`config.mk`:
```
export PLATFORM = sky130hd
export DESIGN_NAME = ring_neighbor_resource_arbiter_unit
export DESIGN_NICKNAME = d
export VERILOG_FILES = /design/src/rtl/rnra_pkg.sv /design/src/rtl/rnra_datapath.sv /design/src/rtl/rnra_ctrl.sv /design/src/rtl/ring_neighbor_resource_arbiter_unit.sv
export VERILOG_INCLUDE_DIRS = /design/src /design/src/rtl
export SDC_FILE = /design/constraint.sdc
export NUM_CORES = 1
export LEC_CHECK = 0
export BUFFER_PORTS_ARGS = -buffer_cell sky130_fd_sc_hd__buf_2
export CAP_MARGIN = 40
export CORE_MARGIN = 2
export CORE_UTILIZATION = 30
export DETAILED_ROUTE_END_ITERATION = 7
export PLACE_DENSITY = 0.55
export SYNTH_ARGS = -nofsm -noshare
export SYNTH_HDL_FRONTEND = slang
export SYNTH_SLANG_ARGS = --single-unit
```
`constraint.sdc`:
```
create_clock -name clock -period 12.4 [get_ports clock]
set_input_delay 2.48 -clock clock [delete_from_list [all_inputs] [get_ports clock]]
set_output_delay 2.48 -clock clock [all_outputs]
set_load 0.05 [all_outputs]
```
`src/rtl/ring_neighbor_resource_arbiter_unit_defines.svh`:
```
// assertion macros used by the ring neighbor resource arbiter rtl
`ifndef RING_NEIGHBOR_RESOURCE_ARBITER_UNIT_DEFINES_SVH
`define RING_NEIGHBOR_RESOURCE_ARBITER_UNIT_DEFINES_SVH

// same-cycle implication
`define RNRA_ASSERT_IMP(name, clk, rst, ante, cons) \
   name: assert property (@(posedge clk) disable iff (rst) (ante) |-> (cons)) \
      else $error("rnra same-cycle check failed");

// next-cycle implication
`define RNRA_ASSERT_NXT(name, clk, rst, ante, cons) \
   name: assert property (@(posedge clk) disable iff (rst) (ante) |=> (cons)) \
      else $error("rnra next-cycle check failed");

`endif

```
`src/rtl/rnra_pkg.sv`:
```
// types and constants of the ring neighbor resource arbiter
`timescale 1ns / 1ps

package rnra_pkg;

   localparam int SEAT_W = 6;
   localparam int COUNT_W = 7;
   localparam logic [COUNT_W-1:0] COUNT_RESET = 7'd64;

   typedef enum logic [1:0] {
      SEAT_THINKING = 2'd0,
      SEAT_HUNGRY   = 2'd1,
      SEAT_EATING   = 2'd2
   } seat_state_type;

   typedef enum logic [1:0] {
      SEL_A = 2'd0,
      SEL_B = 2'd1,
      SEL_C = 2'd2
   } operand_sel_type;

   typedef enum logic [2:0] {
      CTRL_CLEAR,
      CTRL_IDLE,
      CTRL_SETUP,
      CTRL_RD_A,
      CTRL_RD_B,
      CTRL_RD_C,
      CTRL_EVAL,
      CTRL_DONE
   } ctrl_state_type;

   typedef struct packed {
      logic            load;
      logic            clear_wr;
      logic            setup_wr;
      operand_sel_type rd_sel;
      logic            cap_a;
      logic            cap_b;
      logic            eval;
      logic            next_test;
   } ctrl_cmd_type;

   typedef struct packed {
      logic id_err;
      logic putdown;
      logic phase;
      logic clear_last;
   } ctrl_status_type;

endpackage

```
`src/rtl/rnra_datapath.sv`:
```
// seat state memory, neighbor index logic and grant evaluation
`timescale 1ns / 1ps

module rnra_datapath #(
   parameter int MAX_SEATS = 64
) (
   input  logic                          clock,
   input  logic                          reset,
   input  rnra_pkg::ctrl_cmd_type        cmd,
   output rnra_pkg::ctrl_status_type     status,
   input  logic                          req_type,
   input  logic [rnra_pkg::SEAT_W-1:0]   req_seat_id,
   input  logic                          csr_valid,
   output logic                          csr_ready,
   input  logic [rnra_pkg::COUNT_W-1:0]  csr_seat_count,
   output logic                          rsp_self_granted,
   output logic                          rsp_left_granted,
   output logic                          rsp_right_granted,
   output logic [rnra_pkg::SEAT_W-1:0]   rsp_left_seat,
   output logic [rnra_pkg::SEAT_W-1:0]   rsp_right_seat,
   output logic                          rsp_id_error
);
   import rnra_pkg::*;

   localparam int IDX_W = (MAX_SEATS > 1) ? $clog2(MAX_SEATS) : 1;
   localparam int NW = $clog2(MAX_SEATS + 1);
   localparam int CW = (NW > COUNT_W) ? NW : COUNT_W;
   localparam logic [CW-1:0] N_MIN = CW'(2);
   localparam logic [CW-1:0] N_MAX = CW'(MAX_SEATS);
   localparam logic [IDX_W-1:0] CLR_LAST = IDX_W'(MAX_SEATS - 1);

   function automatic logic [IDX_W-1:0] left_of(input logic [IDX_W-1:0] x,
                                                input logic [CW-1:0] cnt);
      left_of = (x == '0) ? IDX_W'(cnt - CW'(1)) : x - IDX_W'(1);
   endfunction

   function automatic logic [IDX_W-1:0] right_of(input logic [IDX_W-1:0] x,
                                                 input logic [CW-1:0] cnt);
      logic [CW-1:0] nx;
      nx = CW'(x) + CW'(1);
      right_of = (nx >= cnt) ? '0 : IDX_W'(nx);
   endfunction

   seat_state_type seat_mem [MAX_SEATS];

   logic [COUNT_W-1:0] seat_count_ff, seat_count_in;
   logic               type_ff, type_in;
   logic [SEAT_W-1:0]  id_ff, id_in;
   logic               phase_ff, phase_in;
   logic [IDX_W-1:0]   clr_ff, clr_in;
   seat_state_type     a_ff, a_in;
   seat_state_type     b_ff, b_in;
   seat_state_type     rdata_ff;
   logic               self_ff, self_in;
   logic               left_ff, left_in;
   logic               right_ff, right_in;

   logic [CW-1:0]      cnt_w;
   logic [CW-1:0]      n;
   logic [CW-1:0]      id_w;
   logic               id_err;
   logic [IDX_W-1:0]   id_ix, l, r, ll, rr;
   logic [IDX_W-1:0]   ta, tb, tc;
   logic [IDX_W-1:0]   rd_addr;
   logic               grant;
   logic               wr_en;
   logic [IDX_W-1:0]   wr_addr;
   seat_state_type     wr_data;

   // effective seat count, saturated to 2..MAX_SEATS
   always_comb begin
      cnt_w = CW'(seat_count_ff);
      if (cnt_w < N_MIN) begin
         n = N_MIN;
      end else if (cnt_w > N_MAX) begin
         n = N_MAX;
      end else begin
         n = cnt_w;
      end
   end

   assign id_w   = CW'(id_ff);
   assign id_err = (id_w >= n);
   assign id_ix  = IDX_W'(id_w);
   assign l      = left_of(id_ix, n);
   assign r      = right_of(id_ix, n);
   assign ll     = left_of(l, n);
   assign rr     = right_of(r, n);

   // seat under test and its two neighbors
   always_comb begin
      if (!type_ff) begin
         ta = id_ix;
         tb = l;
         tc = r;
      end else if (!phase_ff) begin
         ta = l;
         tb = ll;
         tc = id_ix;
      end else begin
         ta = r;
         tb = id_ix;
         tc = rr;
      end
   end

   always_comb begin
      case (cmd.rd_sel)
         SEL_A:   rd_addr = ta;
         SEL_B:   rd_addr = tb;
         SEL_C:   rd_addr = tc;
         default: rd_addr = ta;
      endcase
   end

   assign grant = (a_ff == SEAT_HUNGRY) && (b_ff != SEAT_EATING) &&
                  (rdata_ff != SEAT_EATING);

   always_comb begin
      wr_en   = 1'b0;
      wr_addr = clr_ff;
      wr_data = SEAT_THINKING;
      if (cmd.clear_wr) begin
         wr_en = 1'b1;
      end else if (cmd.setup_wr) begin
         wr_en   = 1'b1;
         wr_addr = id_ix;
         wr_data = type_ff ? SEAT_THINKING : SEAT_HUNGRY;
      end else if (cmd.eval && grant) begin
         wr_en   = 1'b1;
         wr_addr = ta;
         wr_data = SEAT_EATING;
      end
   end

   always_ff @(posedge clock) begin
      if (wr_en) begin
         seat_mem[wr_addr] <= wr_data;
      end
      rdata_ff <= seat_mem[rd_addr];
   end

   assign csr_ready = 1'b1;

   always_comb begin
      seat_count_in = seat_count_ff;
      type_in       = type_ff;
      id_in         = id_ff;
      phase_in      = phase_ff;
      clr_in        = clr_ff;
      a_in          = a_ff;
      b_in          = b_ff;
      self_in       = self_ff;
      left_in       = left_ff;
      right_in      = right_ff;
      if (csr_valid && csr_ready) begin
         seat_count_in = csr_seat_count;
      end
      if (cmd.clear_wr) begin
         clr_in = clr_ff + IDX_W'(1);
      end
      if (cmd.load) begin
         type_in  = req_type;
         id_in    = req_seat_id;
         phase_in = 1'b0;
         self_in  = 1'b0;
         left_in  = 1'b0;
         right_in = 1'b0;
      end
      if (cmd.next_test) begin
         phase_in = 1'b1;
      end
      if (cmd.cap_a) begin
         a_in = rdata_ff;
      end
      if (cmd.cap_b) begin
         b_in = rdata_ff;
      end
      if (cmd.eval) begin
         if (!type_ff) begin
            self_in = grant;
         end else if (!phase_ff) begin
            left_in = grant;
         end else begin
            right_in = grant;
         end
      end
   end

   always_ff @(posedge clock) begin
      if (reset) begin
         seat_count_ff <= COUNT_RESET;
         phase_ff      <= 1'b0;
         clr_ff        <= '0;
      end else begin
         seat_count_ff <= seat_count_in;
         phase_ff      <= phase_in;
         clr_ff        <= clr_in;
      end
      type_ff  <= type_in;
      id_ff    <= id_in;
      a_ff     <= a_in;
      b_ff     <= b_in;
      self_ff  <= self_in;
      left_ff  <= left_in;
      right_ff <= right_in;
   end

   assign status.id_err     = id_err;
   assign status.putdown    = type_ff;
   assign status.phase      = phase_ff;
   assign status.clear_last = (clr_ff == CLR_LAST);

   assign rsp_self_granted  = self_ff;
   assign rsp_left_granted  = left_ff;
   assign rsp_right_granted = right_ff;
   assign rsp_left_seat     = id_err ? '0 : SEAT_W'(l);
   assign rsp_right_seat    = id_err ? '0 : SEAT_W'(r);
   assign rsp_id_error      = id_err;

endmodule

```
`src/rtl/rnra_ctrl.sv`:
```
// sequencing state machine of the ring neighbor resource arbiter
`timescale 1ns / 1ps
`include "ring_neighbor_resource_arbiter_unit_defines.svh"

module rnra_ctrl (
   input  logic                      clock,
   input  logic                      reset,
   input  logic                      start,
   output logic                      busy,
   output logic                      rsp_valid,
   output rnra_pkg::ctrl_cmd_type    cmd,
   input  rnra_pkg::ctrl_status_type status
);
   import rnra_pkg::*;

   ctrl_state_type state_ff, state_in;

   always_ff @(posedge clock) begin
      if (reset) begin
         state_ff <= CTRL_CLEAR;
      end else begin
         state_ff <= state_in;
      end
   end

   always_comb begin
      state_in  = state_ff;
      cmd       = '0;
      cmd.rd_sel = SEL_A;
      rsp_valid = 1'b0;
      busy      = 1'b1;
      case (state_ff)
         CTRL_CLEAR: begin
            cmd.clear_wr = 1'b1;
            if (status.clear_last) begin
               state_in = CTRL_IDLE;
            end
         end
         CTRL_IDLE: begin
            busy = 1'b0;
            if (start) begin
               cmd.load = 1'b1;
               state_in = CTRL_SETUP;
            end
         end
         CTRL_SETUP: begin
            if (status.id_err) begin
               state_in = CTRL_DONE;
            end else begin
               cmd.setup_wr = 1'b1;
               state_in     = CTRL_RD_A;
            end
         end
         CTRL_RD_A: begin
            cmd.rd_sel = SEL_A;
            state_in   = CTRL_RD_B;
         end
         CTRL_RD_B: begin
            cmd.rd_sel = SEL_B;
            cmd.cap_a  = 1'b1;
            state_in   = CTRL_RD_C;
         end
         CTRL_RD_C: begin
            cmd.rd_sel = SEL_C;
            cmd.cap_b  = 1'b1;
            state_in   = CTRL_EVAL;
         end
         CTRL_EVAL: begin
            cmd.eval = 1'b1;
            if (status.putdown && !status.phase) begin
               cmd.next_test = 1'b1;
               state_in      = CTRL_RD_A;
            end else begin
               state_in = CTRL_DONE;
            end
         end
         CTRL_DONE: begin
            rsp_valid = 1'b1;
            state_in  = CTRL_IDLE;
         end
         default: begin
            state_in = CTRL_IDLE;
         end
      endcase
   end

   `RNRA_ASSERT_NXT(a_accept_busy, clock, reset, start && !busy, busy)
   `RNRA_ASSERT_NXT(a_rsp_then_idle, clock, reset, rsp_valid, !busy && !rsp_valid)
   `RNRA_ASSERT_IMP(a_setup_valid_id, clock, reset, cmd.setup_wr, !status.id_err)
   `RNRA_ASSERT_IMP(a_second_test, clock, reset, cmd.next_test,
                    status.putdown && !status.phase)

endmodule

```
`src/rtl/ring_neighbor_resource_arbiter_unit.sv`:
```
// top level of the ring neighbor resource arbiter
`timescale 1ns / 1ps
// Arbitrates a ring of seats; each seat is thinking, hungry or eating.
// Request channel: req_type (0 pickup, 1 putdown) and req_seat_id are taken
// at a clock edge with start high and busy low. busy stays high until the
// result word has been shown.
// Result channel: one word per request, held for exactly one cycle while
// rsp_valid is high. The receiver cannot stall; the word must be taken then.
// Sequence after accept: SETUP, RD_A, RD_B, RD_C, EVAL, DONE for a pickup;
// a putdown runs RD_A to EVAL twice, and an out-of-range seat id goes from
// SETUP straight to DONE. The next request may be accepted in the cycle
// after rsp_valid. The steps come from the single-port seat state memory:
// each grant test reads the seat and its two neighbors one per cycle, then writes.
// csr channel: csr_seat_count is written whenever csr_valid is high
// (csr_ready is always high); write it only while busy is low.
// Reset: seat count returns to 64 and every seat is cleared to thinking by a
// sweep of all MAX_SEATS entries, one entry per cycle, with busy held high.
module ring_neighbor_resource_arbiter_unit #(
   parameter int MAX_SEATS = 64
) (
   input  logic                          clock,
   input  logic                          reset,
   input  logic                          start,
   output logic                          busy,
   input  logic                          req_type,
   input  logic [rnra_pkg::SEAT_W-1:0]   req_seat_id,
   output logic                          rsp_valid,
   output logic                          rsp_self_granted,
   output logic                          rsp_left_granted,
   output logic                          rsp_right_granted,
   output logic [rnra_pkg::SEAT_W-1:0]   rsp_left_seat,
   output logic [rnra_pkg::SEAT_W-1:0]   rsp_right_seat,
   output logic                          rsp_id_error,
   input  logic                          csr_valid,
   output logic                          csr_ready,
   input  logic [rnra_pkg::COUNT_W-1:0]  csr_seat_count
);
   import rnra_pkg::*;

   ctrl_cmd_type    cmd;
   ctrl_status_type status;

   rnra_ctrl u_ctrl (
      .clock     (clock),
      .reset     (reset),
      .start     (start),
      .busy      (busy),
      .rsp_valid (rsp_valid),
      .cmd       (cmd),
      .status    (status)
   );

   rnra_datapath #(
      .MAX_SEATS (MAX_SEATS)
   ) u_datapath (
      .clock             (clock),
      .reset             (reset),
      .cmd               (cmd),
      .status            (status),
      .req_type          (req_type),
      .req_seat_id       (req_seat_id),
      .csr_valid         (csr_valid),
      .csr_ready         (csr_ready),
      .csr_seat_count    (csr_seat_count),
      .rsp_self_granted  (rsp_self_granted),
      .rsp_left_granted  (rsp_left_granted),
      .rsp_right_granted (rsp_right_granted),
      .rsp_left_seat     (rsp_left_seat),
      .rsp_right_seat    (rsp_right_seat),
      .rsp_id_error      (rsp_id_error)
   );

endmodule
```
==> impl_table.tex <==
\begin{tabular}{lr}
\hline
Metric & Value \\
\hline
\multicolumn{2}{l}{\textbf{Drt}} \\
Initial DRC Count & between 600 and 700 \\
Detailed-route via count & 7,674 \\
Post-DRT Antenna Nets & 0 \\
First-pass iteration count of the detailed router & 5 \\
Via/cell ratio & 5.639 \\
Number of remaining DRC errors & 0 \\
Wire length per cell after detailed routing & 20.71 um \\
Total Routed Length & 28.19 mm \\
\multicolumn{2}{l}{\textbf{STA}} \\
Smallest hold slack & 0.4804 ns \\
Peak clock frequency supported by timing & 124.9 MHz \\
Setup repair after global routing missed its margin & false \\
Min cycle time layout & 8.004 ns \\
Final Hold Violating Endpoints & 0 \\
Number of pins with negative max-slew slack in the final report & 0 \\
Clock Skew & approximately 0.017 ns \\
Final total negative setup slack & 0 ns \\
Worst-case headroom to the max-slew limit & 0.3794 \\
Worst Setup Slack, final & 4.396 ns \\
Final period util & 0.6455 \\
Final setup viols & 0 \\
Transition time of the tightest slew-check pin & 0.9309 ns \\
\multicolumn{2}{l}{\textbf{Logic synthesis}} \\
Synthesized netlist cell count & between 900 and 1k \\
Leading register cell type out of synthesis & edfxtp\_1 \\
Distinct cells, synth & 95 \\
Fraction of post-synthesis cell area in the top cell type by area & 0.4421 \\
Post-synth top area cell & edfxtp\_1 \\
Post-synth design cell area & 0.009442 mm2 \\
Dominant cells by area after synthesis & edfxtp\_1 (44\%), nor2\_1 (4.9\%), dfxtp\_1 (4.7\%), nand2\_1 (4.6\%), ha\_1 (4.2\%) \\
Register bit count reported by yosys & 161 \\
Post-synth ARST share & 0 \\
Number of enable flip-flop cells after synthesis & 139 \\
Net count of the mapped netlist & 988 \\
Share of synthesized area occupied by flip-flops and latches & 0.4887 \\
Number of warning messages in the yosys log & 0 \\
Syn Area/Cell & 10.07 um2 \\
\multicolumn{2}{l}{\textbf{Clock tree}} \\
Post-CTS Setup Inserts & 0 \\
TritonCTS clock tree & built \\
Max H-tree Level & 4 \\
Post-CTS sizing & 0 \\
Source-to-sink clock delay at the later pin of the worst-skew pair & 0.43 ns \\
Hold buffer count at cts & 0 \\
Cell at the root of the clock tree & clkbuf\_16 \\
Clock-pin slew on the worst setup and hold paths & 0.08 ns \\
Buffer depth of the longest clock path & 2 \\
CTS buffer count & 17 \\
CTS Sinks & 161 \\
\multicolumn{2}{l}{\textbf{Placed design}} \\
Post-detail-place hpwl & between 15 and 20 mm \\
Final estimated routing congestion in global placement & 0.9571 \\
Setup Slack @ Placement & 4.623 ns \\
Port bufs & 35 \\
\multicolumn{2}{l}{\textbf{Critical path}} \\
Highest fanout seen on the critical path & 19 \\
Startpoint-to-endpoint class of the critical path & register to register \\
Worst reg2reg path startpoint & u\_datapath.id\_ff[0]\$\_DFFE\_PP\_ \\
Capturing element type of the critical path & register \\
Worst reg-to-reg path cell count & 27 \\
Category of the worst setup path launch point & register \\
Worst R2R End & u\_datapath.rdata\_ff[0]\$\_DFF\_P\_ \\
Signal arrival time at the worst endpoint & 8.33 ns \\
Flop2flop setup slack & 4.40 ns \\
Req. time, crit path & 12.73 ns \\
\multicolumn{2}{l}{\textbf{Floorplanning}} \\
Die Span X & 181.4 um \\
I/O pins & 37 \\
Full die area & roughly 0.033 mm2 \\
Initial core utilization & 0.3062 \\
Total core area & 0.03083 mm2 \\
Core Rows & 64 \\
Height of the die & 181.4 um \\
\multicolumn{2}{l}{\textbf{Min path}} \\
Worst hold start & u\_datapath.rsp\_right\_granted\$\_DFF\_P\_ \\
Hold path depth & 2 \\
Min-delay worst type & register to register \\
Endpoint, Worst Hold & u\_datapath.rsp\_right\_granted\$\_DFF\_P\_ \\
\multicolumn{2}{l}{\textbf{Power and ir drop}} \\
Static leakage & $\sim$0.0036 uW \\
Maximum vdd ir drop & $\sim$0.078 mV \\
Power Total & around 1700 uW \\
Ratio of total power to cell area & approximately 160 mW/mm2 \\
\multicolumn{2}{l}{\textbf{Status}} \\
Run status & finished, final reports clean \\
\multicolumn{2}{l}{\textbf{Global routing}} \\
Gr usage total & 0.1712 \\
Number of global-route vias before repair & between 7k and 8k \\
Antenna violations before repair & 0 \\
First-pass GRT wire length & 43.90 mm \\
Aggregate global routing overflow & 0 \\
Pin count of the biggest net entering global routing & 66 \\
\multicolumn{2}{l}{\textbf{Run}} \\
Max Cap Violations & 0 \\
\multicolumn{2}{l}{\textbf{Layout}} \\
Net count, final & 1,002 \\
Layout overhead on the synthesized area & 11.68\% \\
Final core area utilization & 0.3420 \\
Share of post-route cells with drive strength above 1 & 0.1202 \\
\# diodes & 0 \\
\hline
\end{tabular}
metal layers:
metal / global-route usage / routed length, um / up-vias
li1: - / - / 3564
met1: 0.2367 / 13060 / 3818
met2: 0.2751 / 13110 / 258
met3: 0.02487 / 1494 / 34
met4: 0.05756 / 529 / 0
met5: 0 / 0 / -
power by group:
part | internal [uW] | switching [uW] | total [uW] | leakage [uW]
Clock | 290 | 248 | 538 | 0.000290
Combinational | 148 | 334 | 482 | 0.00197
Sequential | 615 | 30.5 | 646 | 0.00139
Total | 1050 | 613 | 1670 | 0.00365
placed cells by master (no fill, tap or decap), types with 11 or more instances in the layout:
cell type / synthesis / routed
nand2b_1: 14 / 14
edfxtp_1: 139 / 139
a32oi_1: 17 / 17
o21ai_0: 38 / 38
o211ai_1: 12 / 12
clkbuf_16: 0 / 17
nor3_1: 12 / 11
dfxtp_1: 22 / 22
inv_1: 34 / 34
mux2i_1: 33 / 33
a21oi_1: 38 / 38
and3_1: 11 / 11
nand2_1: 116 / 116
nand3_1: 31 / 31
a31oi_1: 11 / 11
buf_4: 6 / 12
nor2_1: 124 / 124
ha_1: 32 / 32
buf_2: 12 / 35
critical path, stage by stage (launching register included):
cell	delay, ns
edfxtp_1	0.89
ha_1	0.39
nand3_1	0.12
xnor2_1	0.53
inv_1	0.10
ha_1	0.28
o21ai_0	0.08
a21oi_1	0.09
o311ai_2	0.61
nand2_1	0.31
nor2_1	0.21
ha_1	0.26
a21boi_0	0.32
xnor2_1	0.15
and2_1	0.20
ha_1	0.29
a21o_1	0.18
nor2_1	0.08
o21ai_0	0.15
o2111a_1	0.18
a211oi_1	0.24
o221a_2	0.26
or2_1	0.64
and2_1	0.45
a32oi_1	0.11
a211o_1	0.30
and4_1	0.19
a211o_1	0.28
cells in the mapped netlist (all sizes together), types with 5 or more instances:
| cell | count |
|---|---|
| a32oi | 17 |
| a21o | 10 |
| edfxtp | 139 |
| a211oi | 11 |
| clkbuf | 26 |
| buf | 26 |
| and2 | 9 |
| mux2i | 33 |
| nand3 | 31 |
| and3 | 12 |
| xnor2 | 10 |
| dfxtp | 22 |
| nor3 | 13 |
| ha | 32 |
| nor4 | 6 |
| o22ai | 8 |
| mux2 | 5 |
| nor2 | 128 |
| o21ai | 43 |
| a21oi | 39 |
| a21boi | 5 |
| nor2b | 10 |
| nand2b | 14 |
| o31ai | 7 |
| nand2 | 117 |
| a311oi | 8 |
| nand4 | 7 |
| o211ai | 13 |
| o32ai | 7 |
| a221oi | 8 |
| inv | 34 |
| a31oi | 12 |
kinds of logic (layout without fill, tap and decap cells):
group / after synthesis / after routing / share of synthesized area
simple gates: 366 / 366 / 0.1788
compound gates: 239 / 239 / 0.1890
flops: 161 / 161 / 0.4887
buf+inv: 87 / 114 / 0.04532
mux: 39 / 39 / 0.04333
fa+ha+maj: 32 / 32 / 0.04241
xor+xnor: 13 / 13 / 0.01206
other cells: 1 / 1 / 0.0003972
metrics by stage:
stage	cell area, um2	cells
finish	10540	1361
CTS	10540	1360
detailed placement	9917	1328
global placement	9910	1327
global route	10540	1361
floorplan	9442	938
final cells by class:
type	count	area [um2]
clock inverter	15	193.9
inverter	35	131.4
multi-input combinational	690	4418
fill	3124	20290
clock buffer	17	425.4
sequential	161	4614
tap	396	495.5
timing repair buffer	47	265.3
worst max-delay path by stage:
stage	cells past startpoint	from	endpoint	slack [ns]
floorplan	13	u_datapath.cnt_w[6]$_SDFFE_PP1P_	rsp_right_seat[1]	6.05
global placement	27	u_datapath.id_ff[0]$_DFFE_PP_	u_datapath.rdata_ff[0]$_DFF_P_	4.91
detailed placement	27	u_datapath.id_ff[0]$_DFFE_PP_	u_datapath.rdata_ff[0]$_DFF_P_	4.62
CTS	27	u_datapath.id_ff[0]$_DFFE_PP_	u_datapath.rdata_ff[0]$_DFF_P_	4.60
global route	27	u_datapath.id_ff[0]$_DFFE_PP_	u_datapath.rdata_ff[0]$_DFF_P_	3.94
finish	27	u_datapath.id_ff[0]$_DFFE_PP_	u_datapath.rdata_ff[0]$_DFF_P_	4.40
state kept, by name, summed over array words and instances, names as in the netlist:
signal                        flops
u_datapath.phase_ff               1
u_datapath.seat_mem             128
u_datapath.rsp_left_granted       1
u_ctrl.state_ff                   3
u_datapath.cnt_w                  7
u_datapath.rdata_ff               2
u_datapath.type_ff                1
u_datapath.id_ff                  6
u_datapath.b_ff                   2
u_datapath.a_ff                   2
u_datapath.clr_ff                 6
u_datapath.rsp_right_granted      1
u_datapath.rsp_self_granted       1
Power figures use the tool's default switching activity.
